## config.mk

```make
export PLATFORM = sky130hd
export DESIGN_NAME = quadrature_speed_averager_top
export DESIGN_NICKNAME = d
export VERILOG_FILES = /design/src/rtl/qsa_pkg.sv /design/src/rtl/qsa_div.sv /design/src/rtl/quadrature_speed_averager_top.sv
export SDC_FILE = /design/constraint.sdc
export NUM_CORES = 2
export LEC_CHECK = 0
export ABC_CLOCK_PERIOD_IN_PS = 7100
export BUFFER_PORTS_ARGS = -buffer_cell sky130_fd_sc_hd__buf_2
export CAP_MARGIN = 20
export CORE_AREA = 2 2 313 284
export DETAILED_ROUTE_END_ITERATION = 7
export DIE_AREA = 0 0 315 286
export PLACE_DENSITY_LB_ADDON = 0.25
export SYNTH_ARGS = -nofsm -noshare
export SYNTH_HDL_FRONTEND = slang
export SYNTH_SLANG_ARGS = --single-unit
```

## constraint.sdc

```tcl
create_clock -name clk -period 7.1 [get_ports clk]
set_input_delay 1.065 -clock clk [delete_from_list [all_inputs] [get_ports clk]]
set_output_delay 1.065 -clock clk [all_outputs]
set_load 0.01 [all_outputs]
```

## src/rtl/qsa_pkg.sv

```systemverilog
// Shared types, constants and the quadrature step table for the speed averager.
package qsa_pkg;

  localparam int SCALE_W      = 24;
  localparam logic [SCALE_W-1:0] SCALE_RESET = 24'd507355;
  localparam int AVG_DEPTH_DEF = 10;
  localparam int POS_W        = 32;
  localparam int DELTA_W      = 16;
  localparam int PROD_W       = DELTA_W + SCALE_W + 1;
  localparam int FRAC_DROP    = 8;
  localparam int IN_TDATA_W   = 8;
  localparam int OUT_TDATA_W  = 72;

  localparam int IN_A_BIT     = 0;
  localparam int IN_B_BIT     = 1;
  localparam int IN_TICK_BIT  = 2;
  localparam int IN_CLEAR_BIT = 3;

  typedef enum logic [3:0] {
    ST_IDLE,
    ST_DIFF,
    ST_MUL,
    ST_RND,
    ST_RING,
    ST_START,
    ST_DIV,
    ST_FIX,
    ST_OUT
  } state_t;

  typedef enum logic [1:0] {
    STEP_NONE,
    STEP_UP,
    STEP_DOWN
  } step_t;

  typedef struct packed {
    logic start;
  } div_ctl_t;

  typedef struct packed {
    logic busy;
    logic done;
  } div_stat_t;

  localparam logic [3:0] CODE_DN0 = 4'b0001;
  localparam logic [3:0] CODE_DN1 = 4'b0111;
  localparam logic [3:0] CODE_DN2 = 4'b1110;
  localparam logic [3:0] CODE_DN3 = 4'b1000;
  localparam logic [3:0] CODE_UP0 = 4'b0010;
  localparam logic [3:0] CODE_UP1 = 4'b0100;
  localparam logic [3:0] CODE_UP2 = 4'b1011;
  localparam logic [3:0] CODE_UP3 = 4'b1101;

  function automatic step_t step_of(input logic [3:0] code);
    step_t s;
    case (code)
      CODE_DN0, CODE_DN1, CODE_DN2, CODE_DN3: s = STEP_DOWN;
      CODE_UP0, CODE_UP1, CODE_UP2, CODE_UP3: s = STEP_UP;
      default: s = STEP_NONE;
    endcase
    return s;
  endfunction

endpackage

```

## src/rtl/qsa_div.sv

```systemverilog
// Iterative restoring divider, one quotient bit per cycle.
module qsa_div #(
  parameter int N_W = 36,
  parameter int D_W = 4
) (
  input  logic                clk,
  input  logic                rst,
  input  qsa_pkg::div_ctl_t   ctl,
  input  logic [N_W-1:0]      dividend,
  input  logic [D_W-1:0]      divisor,
  output qsa_pkg::div_stat_t  stat,
  output logic [N_W-1:0]      quotient
);
  import qsa_pkg::*;

  localparam int CNT_W = $clog2(N_W + 1);

  logic [N_W-1:0]   quo;
  logic [D_W-1:0]   rem;
  logic [D_W-1:0]   dvs;
  logic [CNT_W-1:0] cnt;
  logic             busy;
  logic             done;
  logic [D_W:0]     trial;
  logic             fits;

  assign trial = {rem, quo[N_W-1]};
  assign fits  = trial >= {1'b0, dvs};

  always_ff @(posedge clk) begin
    if (rst) begin
      busy <= 1'b0;
      done <= 1'b0;
      cnt  <= '0;
    end else begin
      done <= 1'b0;
      if (ctl.start) begin
        busy <= 1'b1;
        cnt  <= CNT_W'(N_W);
      end else if (busy) begin
        cnt <= cnt - 1'b1;
        if (cnt == CNT_W'(1)) begin
          busy <= 1'b0;
          done <= 1'b1;
        end
      end
    end
  end

  always_ff @(posedge clk) begin
    if (ctl.start) begin
      quo <= dividend;
      rem <= '0;
      dvs <= divisor;
    end else if (busy) begin
      quo <= {quo[N_W-2:0], fits};
      rem <= fits ? D_W'(trial - {1'b0, dvs}) : trial[D_W-1:0];
    end
  end

  assign stat.busy = busy;
  assign stat.done = done;
  assign quotient  = quo;

endmodule

```

## src/rtl/quadrature_speed_averager_top.sv

```systemverilog
// Quadrature decoder with moving-average speed, top level and sequencer.
// An item without a speed tick (or with clear) goes from idle to the output state and back to idle.
// A tick item steps through diff, multiply, round, ring, divider start, bit-serial divide and fix before output.
// One item at a time; the next is accepted as soon as the result sits in the output register.
// rst (synchronous) zeroes position, history, fill state and held speed; scale returns to reset.
module quadrature_speed_averager_top #(
  parameter int AVG_DEPTH = qsa_pkg::AVG_DEPTH_DEF
) (
  input  logic                              clk,
  input  logic                              rst,
  input  logic                              scale_we,
  input  logic [qsa_pkg::SCALE_W-1:0]       scale_data,
  input  logic                              s_tvalid,
  output logic                              s_tready,
  // enc_a, enc_b, speed_tick, clear, zero pad
  input  logic [qsa_pkg::IN_TDATA_W-1:0]    s_tdata,
  output logic                              m_tvalid,
  input  logic                              m_tready,
  // position[31:0], avg_speed[63:32], speed_valid[64], zero pad
  output logic [qsa_pkg::OUT_TDATA_W-1:0]   m_tdata
);
  import qsa_pkg::*;

  localparam int SLOT_W = (AVG_DEPTH > 1) ? $clog2(AVG_DEPTH) : 1;
  localparam int CNT_W  = $clog2(AVG_DEPTH + 1);
  localparam int SUM_W  = POS_W + $clog2(AVG_DEPTH);
  localparam int PAD_W  = OUT_TDATA_W - 2 * POS_W - 1;

  state_t state, state_next;

  logic [SCALE_W-1:0]       scale;
  logic [1:0]               last_ab;
  logic                     primed;
  logic [POS_W-1:0]         count_pos;
  logic [POS_W-1:0]         count_at_tick;
  logic signed [POS_W-1:0]  speed_ring [AVG_DEPTH];
  logic [SLOT_W-1:0]        write_slot;
  logic                     ring_full;
  logic signed [SUM_W-1:0]  ring_sum;
  logic signed [POS_W-1:0]  speed_hold;
  logic                     valid_pend;
  logic signed [DELTA_W-1:0] delta;
  logic signed [PROD_W-1:0] prod;
  logic signed [POS_W-1:0]  inst;
  logic [CNT_W-1:0]         cnt;
  logic                     sum_neg;

  logic                     in_accept;
  logic                     in_clear;
  logic                     in_tick;
  logic [1:0]               in_ab;
  step_t                    step;
  logic [POS_W-1:0]         diff;
  logic                     diff_fits;
  logic [PROD_W-1:0]        rnd;
  logic [SLOT_W-1:0]        slot_next;
  logic                     slot_wrap;
  logic [SUM_W-1:0]         sum_mag;
  logic [SUM_W-1:0]         quotient;
  logic [SUM_W-1:0]         q_fix;
  logic                     out_load;
  div_ctl_t                 div_ctl;
  div_stat_t                div_stat;

  assign in_accept = s_tvalid && s_tready;
  assign in_clear  = s_tdata[IN_CLEAR_BIT];
  assign in_tick   = s_tdata[IN_TICK_BIT];
  assign in_ab     = {s_tdata[IN_A_BIT], s_tdata[IN_B_BIT]};
  assign step      = step_of({last_ab, in_ab});

  assign diff      = count_pos - count_at_tick;
  assign diff_fits = (diff[POS_W-1:DELTA_W-1] == '0) || (diff[POS_W-1:DELTA_W-1] == '1);
  assign rnd       = prod + PROD_W'({FRAC_DROP{prod[PROD_W-1]}});
  assign slot_wrap = (write_slot == SLOT_W'(AVG_DEPTH - 1));
  assign slot_next = slot_wrap ? '0 : write_slot + 1'b1;
  assign sum_mag   = ring_sum[SUM_W-1] ? SUM_W'(-ring_sum) : SUM_W'(ring_sum);
  assign q_fix     = sum_neg ? (~quotient + 1'b1) : quotient;

  always_comb begin
    state_next = state;
    case (state)
      ST_IDLE:  if (s_tvalid) begin
                  state_next = (in_clear || !in_tick) ? ST_OUT : ST_DIFF;
                end
      ST_DIFF:  state_next = ST_MUL;
      ST_MUL:   state_next = ST_RND;
      ST_RND:   state_next = ST_RING;
      ST_RING:  state_next = ST_START;
      ST_START: state_next = ST_DIV;
      ST_DIV:   if (div_stat.done) begin
                  state_next = ST_FIX;
                end
      ST_FIX:   state_next = ST_OUT;
      ST_OUT:   if (!m_tvalid || m_tready) begin
                  state_next = ST_IDLE;
                end
      default:  state_next = ST_IDLE;
    endcase
  end

  always_comb begin
    s_tready      = 1'b0;
    div_ctl.start = 1'b0;
    out_load      = 1'b0;
    case (state)
      ST_IDLE:  s_tready = 1'b1;
      ST_START: div_ctl.start = 1'b1;
      ST_OUT:   out_load = !m_tvalid || m_tready;
      default:  ;
    endcase
  end

  always_ff @(posedge clk) begin
    if (rst) begin
      state <= ST_IDLE;
    end else begin
      state <= state_next;
    end
  end

  always_ff @(posedge clk) begin
    if (rst) begin
      scale <= SCALE_RESET;
    end else if (scale_we) begin
      scale <= scale_data;
    end
  end

  always_ff @(posedge clk) begin
    if (rst) begin
      last_ab       <= '0;
      primed        <= 1'b0;
      count_pos     <= '0;
      count_at_tick <= '0;
      write_slot    <= '0;
      ring_full     <= 1'b0;
      ring_sum      <= '0;
      speed_hold    <= '0;
      valid_pend    <= 1'b0;
      cnt           <= CNT_W'(1);
      for (int i = 0; i < AVG_DEPTH; i++) begin
        speed_ring[i] <= '0;
      end
    end else begin
      case (state)
        ST_IDLE: if (in_accept) begin
          last_ab    <= in_ab;
          primed     <= 1'b1;
          valid_pend <= !in_clear && in_tick;
          if (in_clear) begin
            count_pos     <= '0;
            count_at_tick <= '0;
            write_slot    <= '0;
            ring_full     <= 1'b0;
            ring_sum      <= '0;
            for (int i = 0; i < AVG_DEPTH; i++) begin
              speed_ring[i] <= '0;
            end
          end else if (primed && step == STEP_UP) begin
            count_pos <= count_pos + 1'b1;
          end else if (primed && step == STEP_DOWN) begin
            count_pos <= count_pos - 1'b1;
          end
        end
        ST_DIFF: begin
          count_at_tick <= count_pos;
          if (diff_fits) begin
            delta <= diff[DELTA_W-1:0];
          end else begin
            delta <= diff[POS_W-1] ? {1'b1, {(DELTA_W-1){1'b0}}} : {1'b0, {(DELTA_W-1){1'b1}}};
          end
        end
        ST_MUL: prod <= delta * $signed({1'b0, scale});
        ST_RND: inst <= rnd[POS_W+FRAC_DROP-1:FRAC_DROP];
        ST_RING: begin
          speed_ring[write_slot] <= inst;
          ring_sum   <= ring_sum + SUM_W'(inst) - SUM_W'(speed_ring[write_slot]);
          write_slot <= slot_next;
          if (slot_wrap) begin
            ring_full <= 1'b1;
          end
          cnt <= (ring_full || slot_wrap) ? CNT_W'(AVG_DEPTH) : CNT_W'(slot_next);
        end
        ST_START: sum_neg <= ring_sum[SUM_W-1];
        ST_FIX:   speed_hold <= q_fix[POS_W-1:0];
        default:  ;
      endcase
    end
  end

  qsa_div #(
    .N_W (SUM_W),
    .D_W (CNT_W)
  ) u_div (
    .clk      (clk),
    .rst      (rst),
    .ctl      (div_ctl),
    .dividend (sum_mag),
    .divisor  (cnt),
    .stat     (div_stat),
    .quotient (quotient)
  );

  always_ff @(posedge clk) begin
    if (rst) begin
      m_tvalid <= 1'b0;
    end else if (out_load) begin
      m_tvalid <= 1'b1;
    end else if (m_tready) begin
      m_tvalid <= 1'b0;
    end
  end

  always_ff @(posedge clk) begin
    if (out_load) begin
      m_tdata <= {{PAD_W{1'b0}}, valid_pend, speed_hold, count_pos};
    end
  end

  a_slot_range: assert property (@(posedge clk) disable iff (rst)
    write_slot < AVG_DEPTH)
    else $error("write slot out of range");

  a_div_done: assert property (@(posedge clk) disable iff (rst)
    div_stat.done |-> state == ST_DIV)
    else $error("divider finished outside the divide state");

  a_clear: assert property (@(posedge clk) disable iff (rst)
    in_accept && in_clear |=> ring_sum == '0 && !ring_full && count_pos == '0)
    else $error("clear request left history behind");

  a_fill: assert property (@(posedge clk) disable iff (rst)
    state == ST_OUT && valid_pend |-> ring_full || write_slot != '0)
    else $error("new average with an empty ring");

endmodule
```

==> run_results.csv <==
group,metric,value,unit
place,io_buffers,99,
synthesis,yosys-top-cells-count,"707 x edfxtp_1, 592 x inv_1, 381 x nand2_1",
worst_setup_path,timing.reg2reg.setup_slack,320,ps
synthesis,ys.flop_type,"edfxtp_1",
synthesis,yosysUniqueCellTypes,77,
floorplan,die_h,286,um
synthesis,synth_top_area_share,0.385,
synthesis,synth-async-reset-ratio,0,
synthesis,ys_seq_elements,897,
timing,hold_viol_final,0,
floorplan,dieArea,90100,sq um
clocking,clock_sink_count,897,
timing,fin_crit,6780,ps
layout,final_area,60100,sq um
floorplan,start_util,0.633,
floorplan,row_count,103,
global_routing,grt_usage,0.303,
power,vdd_drop_max,0.888,mV
worst_setup_path,crit_type,"reg -> reg",
worst_setup_path,crit_fanout,10,
timing,setup_tns,0,ps
synthesis,syn_area_per_cell,11.6,sq um
power,powerDensity,417,nW/um^2
global_routing,first_global_vias,37100,
place,post_dp_cell_area,57000,sq um
worst_setup_path,required,7520,ps
clocking,cts_max_level,3,
synthesis,synth_area,55100,sq um
synthesis,synth_most_common_cell,"edfxtp_1",
floorplan,ios,111,
global_routing,grt_overflow,0,
floorplan,die_x,315,um
worst_hold_path,hold_end,"m_tdata[54]",
route,drtPass1Iterations,7,
timing,max_slew_margin,0.288,
worst_setup_path,reg2regPathDepth,23,
layout,area_delta_synth_final,9.12,%
route,viasPerCell,6.22,
timing,max_freq,0.147,GHz
place,place_congestion,0.892,
layout,fill_cells,6084,
worst_setup_path,cp-end-kind,"register",
place,place_inst,5824,
worst_hold_path,hold_path_class,"reg -> reg",
route,drt_iter0_markers,3692,
worst_hold_path,worstHoldStart,"speed_hold[22]",
clocking,cts_max_path_buffers,3,
route,vias,37300,
global_routing,grt_pass1_wl,211000,um
clocking,ctsHoldBuffers,0,
synthesis,synth_area_leaders,"edfxtp_1 39%, fa_1 13%, dfxtp_1 6.9%",
synthesis,netlist_instances,4753,
worst_setup_path,reg2reg_from,"delta[4]",
timing,setup_viol,0,
worst_setup_path,cp-start-kind,"register",
route,drc,0,
synthesis,ys_seq_area_frac,0.454,
timing,fin_skew,50.3,ps
flow_run,cap_viol_max_count,0,
synthesis,yosysTopAreaCell,"edfxtp_1",
floorplan,core,87000,sq um
layout,drive_gt1_frac,0.119,
layout,stdcell_count,5996,
worst_hold_path,hold_path_depth,0,
timing,finalMaxSlewViolations,0,
worst_setup_path,r2r-end,"prod[38]",
timing,min_period_over_period,0.955,
clocking,cts_tree,"done",
outcome,run_status,"finished, final reports clean",
power,p_leak,0.0240,uW
clocking,cts_inserted_buffers,87,
route,antenna_left,0,
worst_setup_path,worstPathArrival,7200,ps
global_routing,grt_max_degree,75,
clocking,clkTransAtPathRegs,60,ps
clocking,clk_latency,680,ps
worst_setup_path,startpoint,"delta[4]",
timing,tightest_slew,1070,ps
place,hpwlAfterDp,92900,um
synthesis,synth-edff-count,707,
route,wl,135000,um
clocking,cts_root_buffer,"clkbuf_16",
synthesis,yosysWarnings,0,
global_routing,antenna_found_initial,1,
layout,nets,5396,
route,wl_per_cell,22.5,um
==> flip-flops by register name (all words and copies together) (netlist names), 2 cells and up, named ones only <==
signal          count
speed_ring        512
m_tdata            65
prod               41
ring_sum           36
u_div.quotient     36
count_at_tick      32
count_pos          32
inst               32
speed_hold         32
scale              24
delta              16
u_div.cnt           6
cnt                 4
state               4
u_div.dvs           4
u_div.rem           4
write_slot          4
last_ab             2
==> critical path: stages (launching register included) <==
cell      delay [ps]
edfxtp_1         540
buf_4            240
and2_1           170
fa_1             540
inv_1             50
fa_1             460
fa_1             510
inv_1             50
fa_1             480
fa_1             490
inv_1             50
fa_1             470
inv_1             40
ha_1             370
and4_1           250
nand2_1           60
nor2_1           130
nand4_1          120
nand4_1          210
a311oi_2         180
o221ai_2         290
a21oi_1          110
a211o_1          310
o311ai_0         440
==> metrics by stage <==
| step | power [uW] | hold slack, ps | utilization | setup slack [ps] |
|---|---|---|---|---|
| 3_3_place_gp | 19700 | 415 | 0.655 | 27.1 |
| 2_1_floorplan | 16900 | 402 | - | 565 |
| 4_1_cts | 24900 | 422 | 0.690 | 45.9 |
| 6_report | 25100 | 425 | 0.691 | 318 |
| 5_1_grt | 27100 | 430 | 0.691 | -8.07 |
| 3_5_place_dp | 20000 | 416 | 0.655 | 35.5 |
==> timing repair <==
item | 4_1_cts | 5_1_grt
endpoints found under the setup margin | 0 | 7
endpoints found under the hold margin | 0 | 0
setup buffers | 0 | 5
gates resized for setup | 0 | 9
==> cell usage in the layout (no fill, tap or decap), drive strengths merged, types with 12 or more instances in the layout <==
master / Yosys / routed
nor4: 140 / 140
ha: 250 / 250
a31oi: 15 / 15
nor2b: 19 / 19
or3: 28 / 28
nand4: 22 / 22
and2: 178 / 178
o31ai: 32 / 32
a21o: 79 / 79
a211oi: 47 / 47
a22oi: 28 / 28
mux2i: 30 / 30
nor2: 192 / 192
a21oi: 122 / 122
and3: 20 / 20
o21bai: 16 / 16
xor2: 91 / 91
nor3: 231 / 231
clkbuf: 274 / 106
nand3: 44 / 44
inv: 592 / 596
xnor2: 140 / 140
clkinv: 1 / 42
nand2: 381 / 381
dfxtp: 190 / 190
edfxtp: 707 / 707
a22o: 38 / 38
nand2b: 43 / 43
buf: 22 / 213
o41ai: 12 / 12
fa: 344 / 344
o21ai: 150 / 150
mux4: 160 / 160
==> where the power goes <==
group / switching [uW] / leakage (uW) / internal, uW
logic: 7500 / 0.0141 / 5980
registers: 182 / 0.00845 / 6600
clock network: 2060 / 0.00145 / 2750
total: 9740 / 0.0240 / 15300
==> cell type report <==
cell class                      count  area (sq um)  share of cell area
Multi-Input combinational cell   2973         27000               0.449
Sequential cell                   897         25100               0.417
Clock buffer                      106          2350              0.0391
Inverter                          593          2230              0.0370
Tap cell                         1155          1450              0.0240
Timing Repair Buffer              213          1420              0.0237
Clock inverter                     58           634              0.0106
Antenna cell                        1          2.50           0.0000416
==> routing by layer <==
| metal | GRT usage | vias to the layer above | share of wire |
|---|---|---|---|
| met5 | 0 | - | 0 |
| met4 | 0.114 | 0 | 0.042 |
| met3 | 0.0563 | 316 | 0.087 |
| met2 | 0.489 | 1767 | 0.48 |
| met1 | 0.413 | 18500 | 0.40 |
| li1 | - | 16700 | - |
==> worst max-delay path by stage <==
stage,slack [ps],end,cells after the start
2_1_floorplan,570,prod[40],25
3_3_place_gp,30,prod[40],24
3_5_place_dp,40,prod[40],24
4_1_cts,50,prod[40],24
5_1_grt,-8,prod[40],22
6_report,320,prod[38],23
==> cell families after synthesis <==
| group | count (synthesis) | share of synthesized area |
|---|---|---|
| other | 1 | 0.0000681 |
| AND/OR/NAND/NOR | 1341 | 0.122 |
| multiplexers | 190 | 0.0709 |
| XOR/XNOR | 231 | 0.0367 |
| AO/OA/AOI/OAI | 610 | 0.0732 |
| buffers and inverters | 889 | 0.0611 |
| flip-flops | 897 | 0.454 |
| adder cells (fa/ha/maj) | 594 | 0.182 |
Note: power is estimated with default switching activity, not from simulation.
